`config.mk`:
```
export PLATFORM = sky130hd
export DESIGN_NAME = aspect_ratio_converter
export DESIGN_NICKNAME = d
export VERILOG_FILES = /design/src/rtl/arc_pkg.sv /design/src/rtl/arc_div.sv /design/src/rtl/aspect_ratio_converter.sv
export SDC_FILE = /design/constraint.sdc
export NUM_CORES = 2
export LEC_CHECK = 0
export BUFFER_PORTS_ARGS = -buffer_cell sky130_fd_sc_hd__buf_2
export CAP_MARGIN = 20
export CORE_MARGIN = 10
export CORE_UTILIZATION = 35
export CTS_CLUSTER_SIZE = 24
export DETAILED_ROUTE_END_ITERATION = 8
export PLACE_DENSITY = 0.46
export SLEW_MARGIN = 10
export SYNTH_ARGS = -nofsm -noshare
export SYNTH_HDL_FRONTEND = slang
export SYNTH_SLANG_ARGS = --single-unit
```
`constraint.sdc`:
```
create_clock -name clk -period 37.3 [get_ports clk]
set_input_delay 3.73 -clock clk [delete_from_list [all_inputs] [get_ports clk]]
set_output_delay 3.73 -clock clk [all_outputs]
set_load 0.03 [all_outputs]
```
`src/rtl/arc_pkg.sv`:
```
// Aspect ratio converter package: divider widths, request/response structs,
// ratio constants and the state and match codes used by the sequencer.
// No dependencies.
package arc_pkg;

	localparam int DIV_NUM_W = 48;
	localparam int DIV_DEN_W = 32;
	localparam int DIV_CNT_W = $clog2(DIV_NUM_W + 1);

	localparam logic [15:0] K_4    = 16'd4;
	localparam logic [15:0] K_3    = 16'd3;
	localparam logic [15:0] K_16   = 16'd16;
	localparam logic [15:0] K_9    = 16'd9;
	localparam logic [15:0] K_221  = 16'd221;
	localparam logic [15:0] K_100  = 16'd100;
	localparam logic [15:0] K_1    = 16'd1;
	localparam logic [15:0] K_1000 = 16'd1000;

	typedef struct packed {
		logic                 start;
		logic [DIV_NUM_W-1:0] num;
		logic [DIV_DEN_W-1:0] den;
	} div_req_t;

	typedef struct packed {
		logic                 busy;
		logic                 done;
		logic [DIV_NUM_W-1:0] quo;
		logic [DIV_DEN_W-1:0] rem;
	} div_rsp_t;

	typedef enum logic [10:0] {
		ST_IDLE  = 11'b000_0000_0001,
		ST_GCHK  = 11'b000_0000_0010,
		ST_GWAIT = 11'b000_0000_0100,
		ST_QX    = 11'b000_0000_1000,
		ST_QXW   = 11'b000_0001_0000,
		ST_QY    = 11'b000_0010_0000,
		ST_QYW   = 11'b000_0100_0000,
		ST_MUL   = 11'b000_1000_0000,
		ST_DIV3  = 11'b001_0000_0000,
		ST_DIV3W = 11'b010_0000_0000,
		ST_PREP  = 11'b100_0000_0000
	} state_t;

	typedef enum logic [2:0] {
		MT_43,
		MT_169,
		MT_221,
		MT_11,
		MT_NONE
	} match_t;

	localparam logic FUNC_PIX2DISP = 1'b0;
	localparam logic FUNC_DISP2PIX = 1'b1;

	localparam logic ST_OK   = 1'b0;
	localparam logic ST_ZERO = 1'b1;

endpackage

```
`src/rtl/arc_div.sv`:
```
// Aspect ratio converter shared divider: restoring, one quotient bit per cycle.
// Gives quotient and remainder of a DIV_NUM_W by DIV_DEN_W bit division.
// Depends on arc_pkg.
module arc_div import arc_pkg::*; (
	input  logic     clk,
	input  logic     arst_n,
	input  div_req_t req,
	output div_rsp_t rsp
);

	logic [DIV_NUM_W-1:0] quo_q;
	logic [DIV_DEN_W-1:0] rem_q;
	logic [DIV_DEN_W-1:0] den_q;
	logic [DIV_CNT_W-1:0] cnt_q;
	logic                 busy_q;
	logic                 done_q;

	logic [DIV_DEN_W:0]   sh;
	logic [DIV_DEN_W+1:0] diff;
	logic                 neg;

	assign sh   = {rem_q, quo_q[DIV_NUM_W-1]};
	assign diff = {1'b0, sh} - {2'b00, den_q};
	assign neg  = diff[DIV_DEN_W+1];

	always_ff @(posedge clk or negedge arst_n) begin
		if (!arst_n) begin
			busy_q <= 1'b0;
			done_q <= 1'b0;
			cnt_q  <= '0;
		end else begin
			done_q <= 1'b0;
			if (req.start) begin
				busy_q <= 1'b1;
				cnt_q  <= DIV_CNT_W'(DIV_NUM_W);
			end else if (busy_q) begin
				cnt_q <= cnt_q - DIV_CNT_W'(1);
				if (cnt_q == DIV_CNT_W'(1)) begin
					busy_q <= 1'b0;
					done_q <= 1'b1;
				end
			end
		end
	end

	always_ff @(posedge clk) begin
		if (req.start) begin
			quo_q <= req.num;
			rem_q <= '0;
			den_q <= req.den;
		end else if (busy_q) begin
			quo_q <= {quo_q[DIV_NUM_W-2:0], ~neg};
			rem_q <= neg ? sh[DIV_DEN_W-1:0] : diff[DIV_DEN_W-1:0];
		end
	end

	assign rsp.busy = busy_q;
	assign rsp.done = done_q;
	assign rsp.quo  = quo_q;
	assign rsp.rem  = rem_q;

endmodule

```
`src/rtl/aspect_ratio_converter.sv`:
```
// Aspect ratio converter top level: sequencer, shared 32x16 multiplier and
// one shared serial divider used for Euclid steps and all quotients.
// Depends on arc_pkg and arc_div.
//
// Usage:
//   A transaction is taken on a rising edge with start high and busy low;
//   func, ratio_w, ratio_h, frame_width and frame_height are sampled then.
//   One result per transaction: out_w, out_h and status are valid for the
//   single cycle in which done is high; the receiver cannot stall them.
//   A transaction with any zero operand raises done in the next cycle with
//   status set and zero terms; busy stays low. Otherwise every division
//   runs on the shared divider: a Euclid reduction of the frame size, a
//   division of both terms by its result, the multiplies that form the new
//   terms, then a second reduction and division of those terms; a
//   display-to-pixel ratio that matches no standard ratio takes one more
//   division, of the scaled product, before the second reduction.
//   busy falls at the edge that raises done, so the next transaction can be
//   taken at the edge that takes the result; one transaction at a time.
//   Reset (arst_n low) returns the sequencer to idle with done low.
module aspect_ratio_converter import arc_pkg::*; (
	input  logic        clk,
	input  logic        arst_n,
	input  logic        start,
	output logic        busy,
	input  logic        func,
	input  logic [15:0] ratio_w,
	input  logic [15:0] ratio_h,
	input  logic [15:0] frame_width,
	input  logic [15:0] frame_height,
	output logic        done,
	output logic [31:0] out_w,
	output logic [31:0] out_h,
	output logic        status
);

	state_t      state_q;
	logic [1:0]  mstep_q;
	logic        phase_q;
	logic        done_q;

	logic        func_q;
	logic [15:0] ratio_w_q;
	logic [15:0] ratio_h_q;
	logic [31:0] a_q;
	logic [31:0] b_q;
	logic [31:0] x_q;
	logic [31:0] y_q;
	logic [47:0] num_q;
	logic        status_q;

	div_req_t    div_req;
	div_rsp_t    div_rsp;

	logic        accept;
	logic        any_zero;
	logic [23:0] rw_ext;
	logic [23:0] rh_ext;
	match_t      match;
	logic [15:0] cn;
	logic [15:0] cd;
	logic [31:0] mul_a;
	logic [15:0] mul_b;
	logic [47:0] mul_p;
	logic        mul_last;

	arc_div u_div (
		.clk    (clk),
		.arst_n (arst_n),
		.req    (div_req),
		.rsp    (div_rsp)
	);

	assign busy     = (state_q != ST_IDLE);
	assign accept   = start && !busy;
	assign any_zero = (ratio_w == 16'd0) || (ratio_h == 16'd0) ||
		(frame_width == 16'd0) || (frame_height == 16'd0);

	assign rw_ext = {8'd0, ratio_w_q};
	assign rh_ext = {8'd0, ratio_h_q};

	always_comb begin
		if (rw_ext * {8'd0, K_3} == rh_ext * {8'd0, K_4})
			match = MT_43;
		else if (rw_ext * {8'd0, K_9} == rh_ext * {8'd0, K_16})
			match = MT_169;
		else if (rw_ext * {8'd0, K_100} == rh_ext * {8'd0, K_221})
			match = MT_221;
		else if (ratio_w_q == ratio_h_q)
			match = MT_11;
		else
			match = MT_NONE;
	end

	always_comb begin
		case (match)
			MT_43: begin
				cn = K_4;
				cd = K_3;
			end
			MT_169: begin
				cn = K_16;
				cd = K_9;
			end
			MT_221: begin
				cn = K_221;
				cd = K_100;
			end
			default: begin
				cn = K_1;
				cd = K_1;
			end
		endcase
	end

	// step 0: w term, step 1: h term (or num * 1000), step 2: denominator
	always_comb begin
		case (mstep_q)
			2'd0: begin
				mul_a = (func_q == FUNC_PIX2DISP) ? x_q : y_q;
				mul_b = (func_q == FUNC_PIX2DISP || match == MT_NONE) ? ratio_w_q : cn;
			end
			2'd1: begin
				if (func_q == FUNC_PIX2DISP) begin
					mul_a = y_q;
					mul_b = ratio_h_q;
				end else if (match == MT_NONE) begin
					mul_a = num_q[31:0];
					mul_b = K_1000;
				end else begin
					mul_a = x_q;
					mul_b = cd;
				end
			end
			default: begin
				mul_a = x_q;
				mul_b = ratio_h_q;
			end
		endcase
	end

	assign mul_p    = {16'd0, mul_a} * {32'd0, mul_b};
	assign mul_last = (func_q == FUNC_DISP2PIX && match == MT_NONE) ?
		(mstep_q == 2'd2) : (mstep_q == 2'd1);

	always_comb begin
		div_req.start = 1'b0;
		div_req.num   = {16'd0, a_q};
		div_req.den   = b_q;
		case (state_q)
			ST_GCHK: begin
				div_req.start = (b_q != 32'd0);
			end
			ST_QX: begin
				div_req.start = 1'b1;
				div_req.num   = {16'd0, x_q};
				div_req.den   = a_q;
			end
			ST_QY: begin
				div_req.start = 1'b1;
				div_req.num   = {16'd0, y_q};
				div_req.den   = a_q;
			end
			ST_DIV3: begin
				div_req.start = 1'b1;
				div_req.num   = num_q;
				div_req.den   = y_q;
			end
			default: begin
				div_req.start = 1'b0;
			end
		endcase
	end

	always_ff @(posedge clk or negedge arst_n) begin
		if (!arst_n) begin
			state_q <= ST_IDLE;
			mstep_q <= 2'd0;
			phase_q <= 1'b0;
			done_q  <= 1'b0;
		end else begin
			done_q <= 1'b0;
			case (state_q)
				ST_IDLE: begin
					if (accept) begin
						if (any_zero) begin
							done_q <= 1'b1;
						end else begin
							phase_q <= 1'b0;
							state_q <= ST_GCHK;
						end
					end
				end
				ST_GCHK: begin
					state_q <= (b_q == 32'd0) ? ST_QX : ST_GWAIT;
				end
				ST_GWAIT: begin
					if (div_rsp.done)
						state_q <= ST_GCHK;
				end
				ST_QX: begin
					state_q <= ST_QXW;
				end
				ST_QXW: begin
					if (div_rsp.done)
						state_q <= ST_QY;
				end
				ST_QY: begin
					state_q <= ST_QYW;
				end
				ST_QYW: begin
					if (div_rsp.done) begin
						if (phase_q) begin
							done_q  <= 1'b1;
							state_q <= ST_IDLE;
						end else begin
							mstep_q <= 2'd0;
							state_q <= ST_MUL;
						end
					end
				end
				ST_MUL: begin
					mstep_q <= mstep_q + 2'd1;
					if (mul_last)
						state_q <= (func_q == FUNC_DISP2PIX && match == MT_NONE) ?
							ST_DIV3 : ST_PREP;
				end
				ST_DIV3: begin
					state_q <= ST_DIV3W;
				end
				ST_DIV3W: begin
					if (div_rsp.done)
						state_q <= ST_PREP;
				end
				ST_PREP: begin
					phase_q <= 1'b1;
					state_q <= ST_GCHK;
				end
				default: begin
					state_q <= ST_IDLE;
				end
			endcase
		end
	end

	always_ff @(posedge clk) begin
		case (state_q)
			ST_IDLE: begin
				if (accept) begin
					func_q    <= func;
					ratio_w_q <= ratio_w;
					ratio_h_q <= ratio_h;
					a_q       <= {16'd0, frame_width};
					b_q       <= {16'd0, frame_height};
					if (any_zero) begin
						x_q      <= 32'd0;
						y_q      <= 32'd0;
						status_q <= ST_ZERO;
					end else begin
						x_q      <= {16'd0, frame_width};
						y_q      <= {16'd0, frame_height};
						status_q <= ST_OK;
					end
				end
			end
			ST_GCHK: begin
				if (b_q == 32'd0 && a_q == 32'd0)
					a_q <= 32'd1;
			end
			ST_GWAIT: begin
				if (div_rsp.done) begin
					a_q <= b_q;
					b_q <= div_rsp.rem;
				end
			end
			ST_QXW: begin
				if (div_rsp.done)
					x_q <= div_rsp.quo[31:0];
			end
			ST_QYW: begin
				if (div_rsp.done)
					y_q <= div_rsp.quo[31:0];
			end
			ST_MUL: begin
				case (mstep_q)
					2'd0: begin
						num_q <= mul_p;
					end
					2'd1: begin
						if (func_q == FUNC_PIX2DISP) begin
							x_q <= num_q[31:0];
							y_q <= mul_p[31:0];
						end else if (match == MT_NONE) begin
							num_q <= mul_p;
						end else begin
							x_q <= {16'd0, num_q[15:0]};
							y_q <= {16'd0, mul_p[15:0]};
						end
					end
					default: begin
						y_q <= mul_p[31:0];
					end
				endcase
			end
			ST_DIV3W: begin
				if (div_rsp.done) begin
					x_q <= {16'd0, div_rsp.quo[15:0]};
					y_q <= {16'd0, K_1000};
				end
			end
			ST_PREP: begin
				a_q <= x_q;
				b_q <= y_q;
			end
			default: begin
			end
		endcase
	end

	assign done   = done_q;
	assign out_w  = x_q;
	assign out_h  = y_q;
	assign status = status_q;

	a_div_idle_on_start: assert property (@(posedge clk) disable iff (!arst_n)
		div_req.start |-> !div_rsp.busy)
		else $error("divider started while busy");

	a_done_after_txn: assert property (@(posedge clk) disable iff (!arst_n)
		done |-> ($past(busy) || $past(start)))
		else $error("result without a transaction");

	a_zero_result: assert property (@(posedge clk) disable iff (!arst_n)
		(done && status == ST_ZERO) |-> (out_w == 32'd0 && out_h == 32'd0))
		else $error("error result with nonzero terms");

	a_wait_has_div: assert property (@(posedge clk) disable iff (!arst_n)
		(state_q == ST_GWAIT && !div_rsp.busy) |-> div_rsp.done)
		else $error("Euclid wait without divider activity");

endmodule

```
==> impl_metrics.env <==
export IMPL_wl_per_cell_microns=23.7
export IMPL_crit_arrival_ns=15.14
export IMPL_netlist_area_sq_mm=0.0418
export IMPL_cts_tree="done"
export IMPL_synthMuxAreaShare_pct=1.15
export IMPL_chipHeight_microns=365
export IMPL_finalClockSkew_ns=0.0237
export IMPL_hold_path_class="flop to flop"
export IMPL_start_util_pct=35.3
export IMPL_std_cell_rows=126
export IMPL_antenna_cells=0
export IMPL_grt_max_degree=71
export IMPL_cts_sinks=345
export IMPL_crit_top_cell="fa_1"
export IMPL_multiInputGateArea_sq_mm=0.0287
export IMPL_synthTopCellsByArea="fa_1, edfxtp_1, ha_1"
export IMPL_ys_async_sr_fraction_pct=6.67
export IMPL_drc=0
export IMPL_worstPathRequired_ns=37.62
export IMPL_max_freq_mhz=67.5
export IMPL_fp_dieW_microns=365
export IMPL_totalWireLength_microns=145000
export IMPL_maxCapViolCount=0
export IMPL_port_buffers=134
export IMPL_grt_pass1_wl_microns=223000
export IMPL_max_stage_delay_ns=0.95
export IMPL_instances_no_fill=6115
export IMPL_grt_pass1_vias=34900
export IMPL_ant_nets=0
export IMPL_first_iter_violations=2948
export IMPL_synth_fa_ha_area_share_pct=32.9
export IMPL_clkTransAtPathRegs_ns=0.06
export IMPL_yosys_area_share_simple_pct=14.3
export IMPL_rsz0062_at_grt="false"
export IMPL_finalCriticalPeriod_ns=14.82
export IMPL_ios=135
export IMPL_post_cts_buffers=0
export IMPL_slew_headroom_pct=25.2
export IMPL_yosys_area_top_type="fa_1"
export IMPL_cp_slowest_cell="a2111oi_0"
export IMPL_post_place_cells=6033
export IMPL_overflow=0
export IMPL_syn_mean_instance_area_sq_um=9.24
export IMPL_max_slew_worst_pin_slew_ns=1.09
export IMPL_yosys_top_cells_count="inv_1, nand2_1, fa_1"
export IMPL_clk_latency_ns=0.59
export IMPL_nets=5416
export IMPL_die_area_sq_mm=0.134
export IMPL_hold_violations=0
export IMPL_status="finished clean"
export IMPL_ff_latch_area_sq_mm=0.00993
export IMPL_syn_nets=5391
export IMPL_fill_cells=12100
export IMPL_synth_most_common_cell="inv_1"
export IMPL_syn_instance_count=4522
export IMPL_worstSetupStartpointType="flop"
export IMPL_end_kind="flop"
export IMPL_yosys_cell_types_count=87
export IMPL_dr_pass1_iters=7
export IMPL_cts_resized=0
export IMPL_drive_above_1_share_pct=7.88
export IMPL_worstSetupPathType="flop to flop"
export IMPL_cts_hold_buf=0
export IMPL_synth_edf_count=290
export IMPL_htreeDepth=2
export IMPL_cts_made_buffers=41
export IMPL_synth_xor_area_share_pct=3.58
export IMPL_vias=34100
export IMPL_place_congestion=0.869
export IMPL_antenna_found_initial=1
export IMPL_cts_root_buffer="clkbuf_16"
export IMPL_tns_ns=0
export IMPL_synth_top_family_by_area="adder cells"
export IMPL_clockBufferDepth=3
export IMPL_synth_main_ff_cell="edfxtp_1"
export IMPL_critPathMaxFanout=32
export IMPL_ys_seq_area_share_pct=23.8
export IMPL_synth_warnings=0
export IMPL_yosysTopAreaCellShare_pct=23.8
export IMPL_area_growth_pct=9.31
export IMPL_slew_violations=0
export IMPL_synth_compound_area_share_pct=16.3
export IMPL_grtUsageTotal_pct=21.6
export IMPL_setup_viol=0
export IMPL_hpwl_microns=111000
export IMPL_core_sq_mm=0.118
export IMPL_timing_final_crit_share_pct=39.7
export IMPL_synth_seq_cells=345
export IMPL_routed_via_density=5.58
## cell families after synthesis
family          Yosys count
fa+ha+maj               801
buf+inv                 875
flops                   345
xor+xnor                171
mux                      47
simple gates           1309
compound gates          974
## state kept, by name, indices dropped and copies added (netlist names)
signal,flops
state_q,11
func_q,1
u_div.done_q,1
b_q,32
u_div.rem_q,32
status,1
done,1
num_q,48
phase_q,1
u_div.cnt_q,6
ratio_w_q,16
out_h,32
mstep_q,2
u_div.quo_q,48
a_q,32
u_div.den_q,32
u_div.busy_q,1
out_w,32
ratio_h_q,16
## metal layers
| metal | vias to the layer above | track usage [%] | share of wire [%] | routed length (microns) |
|---|---|---|---|---|
| li1 | 15500 | - | - | - |
| met1 | 17500 | 30.5 | 45 | 65600 |
| met2 | 1046 | 35.0 | 47 | 68000 |
| met3 | 140 | 3.36 | 6.3 | 9120 |
| met4 | 0 | 3.92 | 1.7 | 2510 |
| met5 | - | 0 | 0 | 0 |
## layout by cell type (no fill, tap or decap), types with 82 or more instances in the layout
cell type | netlist | routed
fa_1 | 497 | 497
nor2_1 | 262 | 259
inv_1 | 636 | 636
a21oi_1 | 209 | 209
a22oi_1 | 132 | 132
buf_2 | 27 | 134
and2_1 | 99 | 98
o21ai_0 | 165 | 165
ha_1 | 304 | 302
xnor2_1 | 115 | 115
edfxtp_1 | 290 | 290
nand2_1 | 613 | 612
a22o_1 | 82 | 82
## stage by stage
stage,area [sq um],util [%],hold slack [ns],worst slack [ns]
floorplan,41800,-,0.484,25.16
global placement,44200,37.4,0.499,22.70
detailed placement,44200,37.4,0.498,22.47
CTS,45600,38.6,0.535,22.40
global route,45700,38.6,0.553,21.59
finish,45700,38.6,0.535,22.48
## final cells by class
class | count | area share, %
clock buffer | 53 | 2.48
multi-input combinational | 3302 | 62.9
timing repair buffer | 217 | 2.89
tap | 1536 | 4.21
sequential | 345 | 21.7
inverter | 640 | 5.26
clock inverter | 22 | 0.564
## final timing paths
path | start | endpoint | slack, ns | cells past startpoint
setup / recovery | ratio_h_q[4] | num_q[47] | 22.48 | 41
hold / removal | mstep_q[0] | mstep_q[0] | 0.54 | 1
min in group asynchronous | arst_n | mstep_q[1] | 3.13 | 1
max in group asynchronous | arst_n | u_div.busy_q | 33.77 | 1
setup reg to reg | ratio_h_q[4] | num_q[47] | 22.48 | 41
hold reg to reg | mstep_q[0] | mstep_q[0] | 0.54 | 1
## critical path, delay by kind of cell (launching register included)
kind | cells | cell delay (ns)
adders and majority gates | 12 | 5.51
AOI/OAI and AO/OA | 19 | 6.86
buffers and inverters | 6 | 0.29
DFF | 1 | 0.69
and+or+nand+nor | 3 | 1.09
xor gates and xnor gates | 1 | 0.08
Power is not shown: default switching activity piles up to over one toggle a cycle in this logic, so the estimate is an artifact.
